`config.mk`:
```
export PLATFORM = sky130hd
export DESIGN_NAME = ftrc_match
export DESIGN_NICKNAME = d
export VERILOG_FILES = /design/src/rtl/core/assert_macros.svh /design/src/rtl/core/ftrc_pkg.sv /design/src/rtl/core/ftrc_match.sv
export SDC_FILE = /design/constraint.sdc
export NUM_CORES = 1
export LEC_CHECK = 0
export BUFFER_PORTS_ARGS = -buffer_cell sky130_fd_sc_hd__buf_4
export CAP_MARGIN = 20
export CORE_AREA = 2 2 82 84
export DETAILED_ROUTE_END_ITERATION = 10
export DIE_AREA = 0 0 84 86
export PLACE_DENSITY = 0.75
export SLEW_MARGIN = 0
export SYNTH_ARGS = -nofsm -noshare
export SYNTH_HDL_FRONTEND = slang
export SYNTH_SLANG_ARGS = --single-unit
```
`constraint.sdc`:
```
create_clock -name vclk -period 4.2
set_clock_uncertainty 0.05 [all_clocks]
set_input_delay 0.42 -clock vclk [all_inputs]
set_output_delay 0.42 -clock vclk [all_outputs]
set_load 0.02 [all_outputs]
```
`src/rtl/core/assert_macros.svh`:
```
// ----------------------------------------------------------------------------
// Assertion macros
// Small wrappers around concurrent assertions, empty in synthesis.
// ----------------------------------------------------------------------------
`ifndef ASSERT_MACROS_SVH
`define ASSERT_MACROS_SVH
`ifndef SYNTHESIS
`define ASSERT_CLK(label, clk, rst_n, prop) \
    label: assert property (@(posedge clk) disable iff (!rst_n) prop) \
        else $error("assertion failed");
`define ASSERT_NEVER(label, clk, rst_n, expr) \
    label: assert property (@(posedge clk) disable iff (!rst_n) !(expr)) \
        else $error("forbidden condition");
`else
`define ASSERT_CLK(label, clk, rst_n, prop)
`define ASSERT_NEVER(label, clk, rst_n, expr)
`endif
`endif

```
`src/rtl/core/ftrc_pkg.sv`:
```
// ----------------------------------------------------------------------------
// ftrc_pkg
// Shared types and constants of the rule classifier.
// ----------------------------------------------------------------------------
package ftrc_pkg;
    localparam int MaxRules = 64;
    localparam int IdxW = $clog2(MaxRules);
    localparam int CntW = $clog2(MaxRules + 1);

    localparam logic [1:0] CmdAdd = 2'd0;
    localparam logic [1:0] CmdDel = 2'd1;
    localparam logic [1:0] CmdCls = 2'd2;

    localparam logic [2:0] StAdded = 3'd0;
    localparam logic [2:0] StDup = 3'd1;
    localparam logic [2:0] StUpdated = 3'd2;
    localparam logic [2:0] StDeleted = 3'd3;
    localparam logic [2:0] StNotFound = 3'd4;
    localparam logic [2:0] StFull = 3'd5;
    localparam logic [2:0] StClassified = 3'd6;

    localparam logic [7:0] ProtoTcp = 8'd6;
    localparam logic [7:0] ProtoUdp = 8'd17;
    localparam logic [7:0] ProtoIcmp = 8'd1;

    localparam logic [1:0] RpTcp = 2'd0;
    localparam logic [1:0] RpUdp = 2'd1;
    localparam logic [1:0] RpIcmp = 2'd2;

    typedef struct packed {
        logic [9:0]  id;
        logic [2:0]  kind;
        logic [31:0] sa;
        logic [31:0] da;
        logic [31:0] ports;
    } t_rule;
endpackage

```
`src/rtl/core/ftrc_match.sv`:
```
// ----------------------------------------------------------------------------
// ftrc_match
// Compares one stored rule against the packet held for classification.
// ----------------------------------------------------------------------------
module ftrc_match (
    input  ftrc_pkg::t_rule i_rule,
    input  logic [31:0]     i_sa,
    input  logic [31:0]     i_da,
    input  logic [15:0]     i_sp,
    input  logic [15:0]     i_dp,
    input  logic [7:0]      i_ipp,
    output logic            o_hit
);
    import ftrc_pkg::*;
    logic p_ok;
    logic [15:0] rsp, rdp, psp, pdp;
    logic port_proto;

    always_comb begin
        case (i_rule.kind[1:0])
            RpTcp:   p_ok = (i_ipp == ProtoTcp);
            RpUdp:   p_ok = (i_ipp == ProtoUdp);
            RpIcmp:  p_ok = (i_ipp == ProtoIcmp);
            default: p_ok = 1'b1;
        endcase
    end

    assign port_proto = (i_ipp == ProtoTcp) || (i_ipp == ProtoUdp);
    assign psp = port_proto ? i_sp : 16'd0;
    assign pdp = port_proto ? i_dp : 16'd0;
    assign rsp = i_rule.ports[31:16];
    assign rdp = i_rule.ports[15:0];
    assign o_hit = p_ok
        && (i_rule.sa == 32'd0 || i_rule.sa == i_sa)
        && (i_rule.da == 32'd0 || i_rule.da == i_da)
        && (rsp == 16'd0 || rsp == psp)
        && (rdp == 16'd0 || rdp == pdp);
endmodule
```
==> metrics.cfg, run 1 <==
[synthesis]
synthTopCellsByArea=xor2_1 (30%), nor4_1 (14%), nor4bb_1 (8.7%)
seq_area_frac_synth_pct=0
postSynthCellCount=239
yosys.area.top_type=xor2_1
synth_most_common_cell=xor2_1
synth_top_cells_by_count=xor2_1 (64), nor4_1 (40)
yosys.area.top_type_share_pct=30.48
syn_nets=452
synth.distinct_cells=29
syn-cell-area_mm2=0.001839
synth_area_per_cell_um2=7.696
yosys_warnings=0

[detailed_routing]
first_pass_iters=3
drc_errors=0
drt_wl_total_um=7855
vias=2672
drt_first_iter_violations=49
wl_per_cell_um=15.22
avgViaCountPerCell=5.178
ant_nets=0

[layout]
diodes=0
multiInputGateArea_mm2=0.001802
n_fill_cell=614
area_growth_pct=86.05
nets=654
seq_area_um2=0
seq_cell_count=0
clkbuf_count=0
drive_gt1_share_pct=52.62

[timing]
finalCritPeriodShare_pct=76.90
fmax_mhz=309.6
min_period_ps=3230
slew_violations=0
setup_viol=0
rsz0062_at_grt=no
maxSlewHeadroom_pct=48.72
final-hold-violation-count=0
setup_ws_ps=970.4
tns_ps=0
worstMarginPinSlew_ps=768.5

[placed_design]
preCtsSetupSlack_ps=949.6
gp_congestion=0.9303
hpwl_um=7176
port_buffers=203

[power]
p_leak_nw=1.505
p_per_area_mw_per_mm2=86.23
power_uw=295.1
vdd_drop_max_mv=0.05259

[die]
die_w_um=84
fp-row-count=29
start_util_pct=29.30
die_area_mm2=0.007224
die_h_um=86
core_area_mm2=0.006277
num_io_pins=214

[clock_network]
cts_resized=0
post-cts-setup-buffers=0
cts_hold_buf=0

[critical_path]
end_kind=primary output
crit_start=i_ipp[0]
critPathArrivalTime_ps=2760
required_ps=3730
crit_path_max_fanout=16
crit_path_end=o_hit
path_class=in2out
worstSetupStartpointType=input pin

[grt]
grt_pass1_vias=2886
track_usage_pct=20.62
grt_max_degree=17
antenna_found_initial=0
grt_pass1_wl_um=12540
overflow=0

[run_status]
outcome=complete, no violations

[job]
maxCapViolCount=0

[hold_path]
holdCritStartpoint=i_rule[7]
hold_class=in2out

placed cells by master (no fill, tap or decap):
cell type / Yosys / routed
a221oi_2: 1 / 1
a21oi_1: 1 / 1
a2bb2oi_2: 1 / 1
nand4bb_2: 1 / 1
nor2_2: 1 / 1
or4_4: 2 / 2
buf_4: 0 / 203
a2bb2o_1: 1 / 1
o22ai_2: 3 / 3
nand4_1: 10 / 10
and3_1: 1 / 1
nor4_1: 40 / 40
nor4bb_1: 16 / 16
nor3_1: 2 / 2
or2_2: 16 / 16
a211oi_2: 1 / 1
xor2_1: 64 / 64
nor4b_2: 1 / 1
a211oi_4: 1 / 1
or4_1: 1 / 1
xnor2_1: 16 / 16
nand3_1: 1 / 1
a31oi_1: 16 / 16
nor4b_1: 1 / 1
a211oi_1: 14 / 14
o22ai_1: 7 / 7
o21ai_0: 2 / 2
nor2_1: 15 / 15
worst min-delay path by stage:
| stage | slack (ps) | cells past startpoint | to |
|---|---|---|---|
| final | 1250 | 5 | o_hit |
| after global routing | 1290 | 5 | o_hit |
| after CTS | 1260 | 5 | o_hit |
| after detailed placement | 1260 | 5 | o_hit |
| after global placement | 1250 | 5 | o_hit |
| after floorplan | 970 | 3 | o_hit |
report_power, final:
part	switching, mW	internal (mW)	total, mW
combinational	0.111	0.184	0.295
clock	0	0	0
sequential	0	0	0
total	0.111	0.184	0.295
metal layers:
layer | global-route usage (%) | vias up | routed length, um
met1 | 22.16 | 1184 | 2946
met4 | 3.812 | 0 | 155
met3 | 3.369 | 14 | 534
li1 | - | 1365 | -
met2 | 42.18 | 109 | 4219
met5 | 0 | - | 0
cells by family after synthesis:
logic type / after synthesis / synth area share [%]
xor+xnor: 80 / 38.10
compound gates: 48 / 20.34
simple gates: 108 / 39.52
buf+inv: 3 / 2.040
cell type report:
class / count / share of cell area (%)
Timing Repair Buffer: 203 / 44.53
Tap cell: 77 / 2.815
Multi-Input combinational cell: 236 / 52.65
per-stage QoR:
step	hold slack [ps]	cells	util, %	cell area, um2
2_1_floorplan	974.1	239	-	1839
4_1_cts	1261	516	54.51	3422
6_report	1252	516	54.51	3422
5_1_grt	1286	516	54.51	3422
3_3_place_gp	1246	516	54.51	3422
3_5_place_dp	1260	516	54.51	3422
worst max-delay path, stage by stage:
cell and delay [ps]:
buf_4 120, nor4b_2 190, a2bb2o_1 540, a211oi_1 360, o22ai_2 100, or4_4 550, a221oi_2 290, buf_4 180
Power figures use the tool's default switching activity.
==> inputs of run 2 (changes only) <==
Settings changed: ABC_AREA from default to 1, CORE_AREA 2 2 82 84 to default, CORE_ASPECT_RATIO from default to 0.6, CORE_UTILIZATION from default to 33, DIE_AREA 0 0 84 86 to default, PLACE_DENSITY 0.75 to 0.84.
Clock period 4.2 ns to 2.94 ns, I/O delays scaled along.
==> run 2 against run 1 <==
- hold slack worse by 290 ps
- area after synthesis increased by 4.4%
- non-clock buffer count is the same
- routed wire length is 3.6% lower
- die area shrank 15%
==> metrics.cfg, run 2 <==
[synthesis]
yosys_warnings=0
syn_nets=577
synthTopCellsByArea=nand2_1 (25%), xnor2_1 (19%), nor2_1 (7.6%)
synth_top_cells_by_count=nand2_1 (127), xnor2_1 (41), nor2_1 (39)
seq_area_frac_synth_pct=0
yosys.area.top_type=nand2_1
syn-cell-area_mm2=0.001919
yosys.area.top_type_share_pct=24.84
synth.distinct_cells=23
synth_most_common_cell=nand2_1
postSynthCellCount=364
synth_area_per_cell_um2=5.273

[critical_path]
crit_buf_inv=3
cp.depth=15
crit_top_cell=nor2_1
crit_path_cell_trace=buf_4, inv_2, nand2_1, nor2_1, nand2_2, nand2_4, nand2_1, xor2_1, nand2_1, nor2_1, nand2_1, nor2_1, nor2_1, nor2_1, buf_4
end_kind=primary output
path_class=in2out
critPathArrivalTime_ps=2110
crit_path_max_incr_delay_ps=440
cpLargestDelayFamily=simple AND/OR/NAND/NOR gates
critical-path-slowest-cell=nand2_4
required_ps=2600
crit_start=i_ipp[5]
crit_path_max_fanout=62
worstSetupStartpointType=input pin

[layout]
clkbuf_count=0
drive_gt1_share_pct=38.68
seq_cell_count=0
fin_util_pct=62.40
final_common_cell=buf_4
final_cell_mix=buf_4 (203), nand2_1 (127), xnor2_1 (41)
area_growth_pct=81.94
nets=776
n_fill_cell=507
final_cell_area_mm2=0.003492
diodes=0
seq_area_um2=0

[placed_design]
port_buffers=203
gp_congestion=0.8735
hpwl_um=6835
place_area_mm2=0.003492
preCtsSetupSlack_ps=515.0

[grt]
overflow=0
grt_pass1_vias=2674
antenna_found_initial=0
grt_pass1_wl_um=11240
grt_max_degree=63
track_usage_pct=22.69

[timing]
min_period_ps=2454
tns_ps=0
setup_viol=0
rsz0062_at_grt=no
fmax_mhz=407.5
setup_ws_ps=485.9
worstMarginPinSlew_ps=578.5
final-hold-violation-count=0
maxSlewHeadroom_pct=61.40
finalCritPeriodShare_pct=83.47
slew_violations=0

[die]
num_io_pins=214
die_area_mm2=0.006135
die_w_um=100.5
die_h_um=61.08
core_area_mm2=0.005597
fp-row-count=21
start_util_pct=34.29

[detailed_routing]
drc_errors=0
vias=2970
met3WireLength_um=476
top_layer=met4
met1_length_um=3512
drt_first_iter_violations=92
ant_nets=0
wl_per_cell_um=11.81
wl_met2_um=3512
avgViaCountPerCell=4.633
drt_wl_total_um=7569
first_pass_iters=4

[hold_path]
hold_class=in2out
hold_depth=5
holdCritStartpoint=i_rule[19]

[clock_network]
cts_hold_buf=0
post-cts-setup-buffers=0
cts_resized=0

[power]
vdd_drop_max_mv=0.06540
power_uw=400.3
p_per_area_mw_per_mm2=114.6
p_leak_nw=1.752

[job]
maxCapViolCount=0

[run_status]
outcome=complete, no violations

run 2: cell types whose count changed after synthesis, sizes merged, moves of 21 or more:
| cell | previous run | this run |
|---|---|---|
| inv | 0 | 33 |
| nand2 | 0 | 131 |
| nand3 | 1 | 22 |
| nor2 | 16 | 41 |
| xnor2 | 16 | 41 |
| xor2 | 64 | 14 |
run 2: kinds of logic (layout without fill, tap and decap cells):
family,count (synthesis),count (layout),synth area share (%)
compound gates,9,9,2.804
xor+xnor,55,55,25.10
buf+inv,39,236,9.127
simple gates,261,261,62.97
run 2: layer usage:
| layer | GRT usage (%) | vias to the layer above |
|---|---|---|
| met5 | 0 | - |
| met4 | 3.106 | 0 |
| met3 | 2.043 | 8 |
| met2 | 42.07 | 107 |
| met1 | 30.02 | 1274 |
| li1 | - | 1581 |
run 2: area by class of cell:
class                      count  area [um2]  area share (%)
inverter                      33       123.9           3.547
timing repair buffer         203        1524           43.64
tap                           80       100.1           2.866
multi-input combinational    325        1744           49.95
run 2: power by group:
part           internal (mW)  total, mW  switching, mW
Clock                      0          0              0
Sequential                 0          0              0
Combinational          0.251      0.400          0.149
run 2: metrics by stage:
stage	hold WS, ps	instances
3_3_place_gp	954.2	641
2_1_floorplan	754.6	364
4_1_cts	959.9	641
5_1_grt	1014	641
6_report	957.0	641
3_5_place_dp	959.5	641
run 2: final timing paths:
check,endpoint
worst min-delay path,o_hit
worst max-delay path,o_hit
==> inputs of run 3 (changes only) <==
Clock period 2.94 ns to 2.02 ns, I/O delays scaled along.
==> run 3 against run 2 <==
- the flow now finishes with violations (negative setup slack)
- combinational power increased by 48%
- final cell count rose by 2.2%
- clock-buffer cell count is the same
==> metrics.cfg, run 3 (synthesis results as in run 2) <==
[power]
vdd_drop_max_mv=0.09645
p_leak_nw=1.855
p_per_area_mw_per_mm2=160.5

[grt]
grt_pass1_vias=2650
antenna_found_initial=0
grt_pass1_wl_um=11460
grt_max_degree=20
track_usage_pct=23.16
overflow=0

[detailed_routing]
avgViaCountPerCell=4.765
first_pass_iters=4
vias=3121
ant_nets=0
wl_per_cell_um=12.19
drc_errors=0
drt_first_iter_violations=149
drt_wl_total_um=7985

[timing]
rsz0062_at_grt=yes
min_period_ps=2077
setup_ws_ps=-56.77
maxSlewHeadroom_pct=73.95
tns_ps=-56.77
final-hold-violation-count=0
finalCritPeriodShare_pct=102.8
worstMarginPinSlew_ps=387.2
setup_viol=1
slew_violations=0
fmax_mhz=481.5

[critical_path]
required_ps=1770
critPathArrivalTime_ps=1820
end_kind=primary output
path_class=in2out
crit_path_max_fanout=12
worstSetupStartpointType=input pin

[job]
maxCapViolCount=0

[hold_path]
hold_depth=5
hold_end=o_hit
hold_class=in2out
holdCritStartpoint=i_rule[19]

[placed_design]
gp_congestion=0.8581
hpwl_um=6901
dp_cells=647
port_buffers=203

[die]
die_w_um=100.5
core_area_mm2=0.005597
num_io_pins=214
start_util_pct=34.29
die_area_mm2=0.006135
fp-row-count=21
die_h_um=61.08

[clock_network]
cts_hold_buf=0

[layout]
drive_gt1_share_pct=41.04
instances_no_fill=655
clkbuf_count=0
n_fill_cell=507
diodes=0
multiInputGateArea_mm2=0.001759
seq_cell_count=0
nets=790
final_common_cell=buf_4
final_cell_mix=buf_4 (209), nand2_1 (126), xnor2_1 (41)
seq_area_um2=0
area_growth_pct=92.63

[run_status]
violations=negative setup slack
outcome=complete, but fails checks

-- run 3: cell types whose count changed in the layout (fill, tap and decap cells not counted), moves of 2 or more --
cell,previous run,this run
buf_4,203,209
buf_6,0,2
nand3_2,0,2
nand3_1,22,20
buf_12,0,3
-- run 3: final cells by class --
class	instances	area share (%)
tap	80	2.707
multi-input combinational	325	47.58
timing repair buffer	217	46.36
inverter	33	3.350
-- run 3: worst max-delay path: stages --
cell and delay, ps:
buf_4 80, inv_2 30, nand2_2 70, nor2_1 50
nand2_2 90, nand2_4 90, buf_12 140, bufbuf_16 270
nand3_1 60, nand2_1 60, nor2_1 100, nand2_1 80
nor2_1 90, nand2_1 60, nand2_1 60, nand2_1 50
nor2_1 100, buf_4 140
-- run 3: worst max path at each step --
stage	from	end	slack [ps]
2_1_floorplan	i_ipp[6]	o_hit	290
3_3_place_gp	i_ipp[6]	o_hit	50
3_5_place_dp	i_ipp[6]	o_hit	0.8
4_1_cts	i_ipp[6]	o_hit	10
5_1_grt	i_ipp[3]	o_hit	-200
6_report	i_ipp[6]	o_hit	-60
-- run 3: per-layer routing --
layer / vias up / wire [um] / track usage [%]
li1: 1614 / - / -
met1: 1371 / 3486 / 31.18
met2: 134 / 3788 / 42.17
met3: 2 / 690 / 3.065
met4: 0 / 19 / 1.449
met5: - / 0 / 0
-- run 3: power by group --
part | leakage [nW] | internal, mW | switching (mW) | total, mW
sequential | 0 | 0 | 0 | 0
combinational | 1.85 | 0.372 | 0.221 | 0.593
clock | 0 | 0 | 0 | 0
total | 1.85 | 0.372 | 0.221 | 0.593
-- run 3: timing repair --
item,4_1_cts,5_1_grt
pin swaps,0,10
setup buffers,0,5
cloned,1,2
setup endpoints to repair,1,1
resized for setup,0,8
-- run 3: per-stage QoR --
stage                     setup slack (ps)  utilization (%)  hold slack [ps]  total power, mW  cell area [um2]
after floorplan                      285.3                -            570.6           0.1872             1919
after CTS                            11.60            64.23            773.9           0.5867             3595
final                               -56.77            66.06            780.8           0.5934             3697
after global placement               47.33            63.65            769.6           0.5667             3562
after global routing                -196.3            66.06            822.7           0.6491             3697
after detailed placement            0.8175            63.65            774.3           0.5835             3562
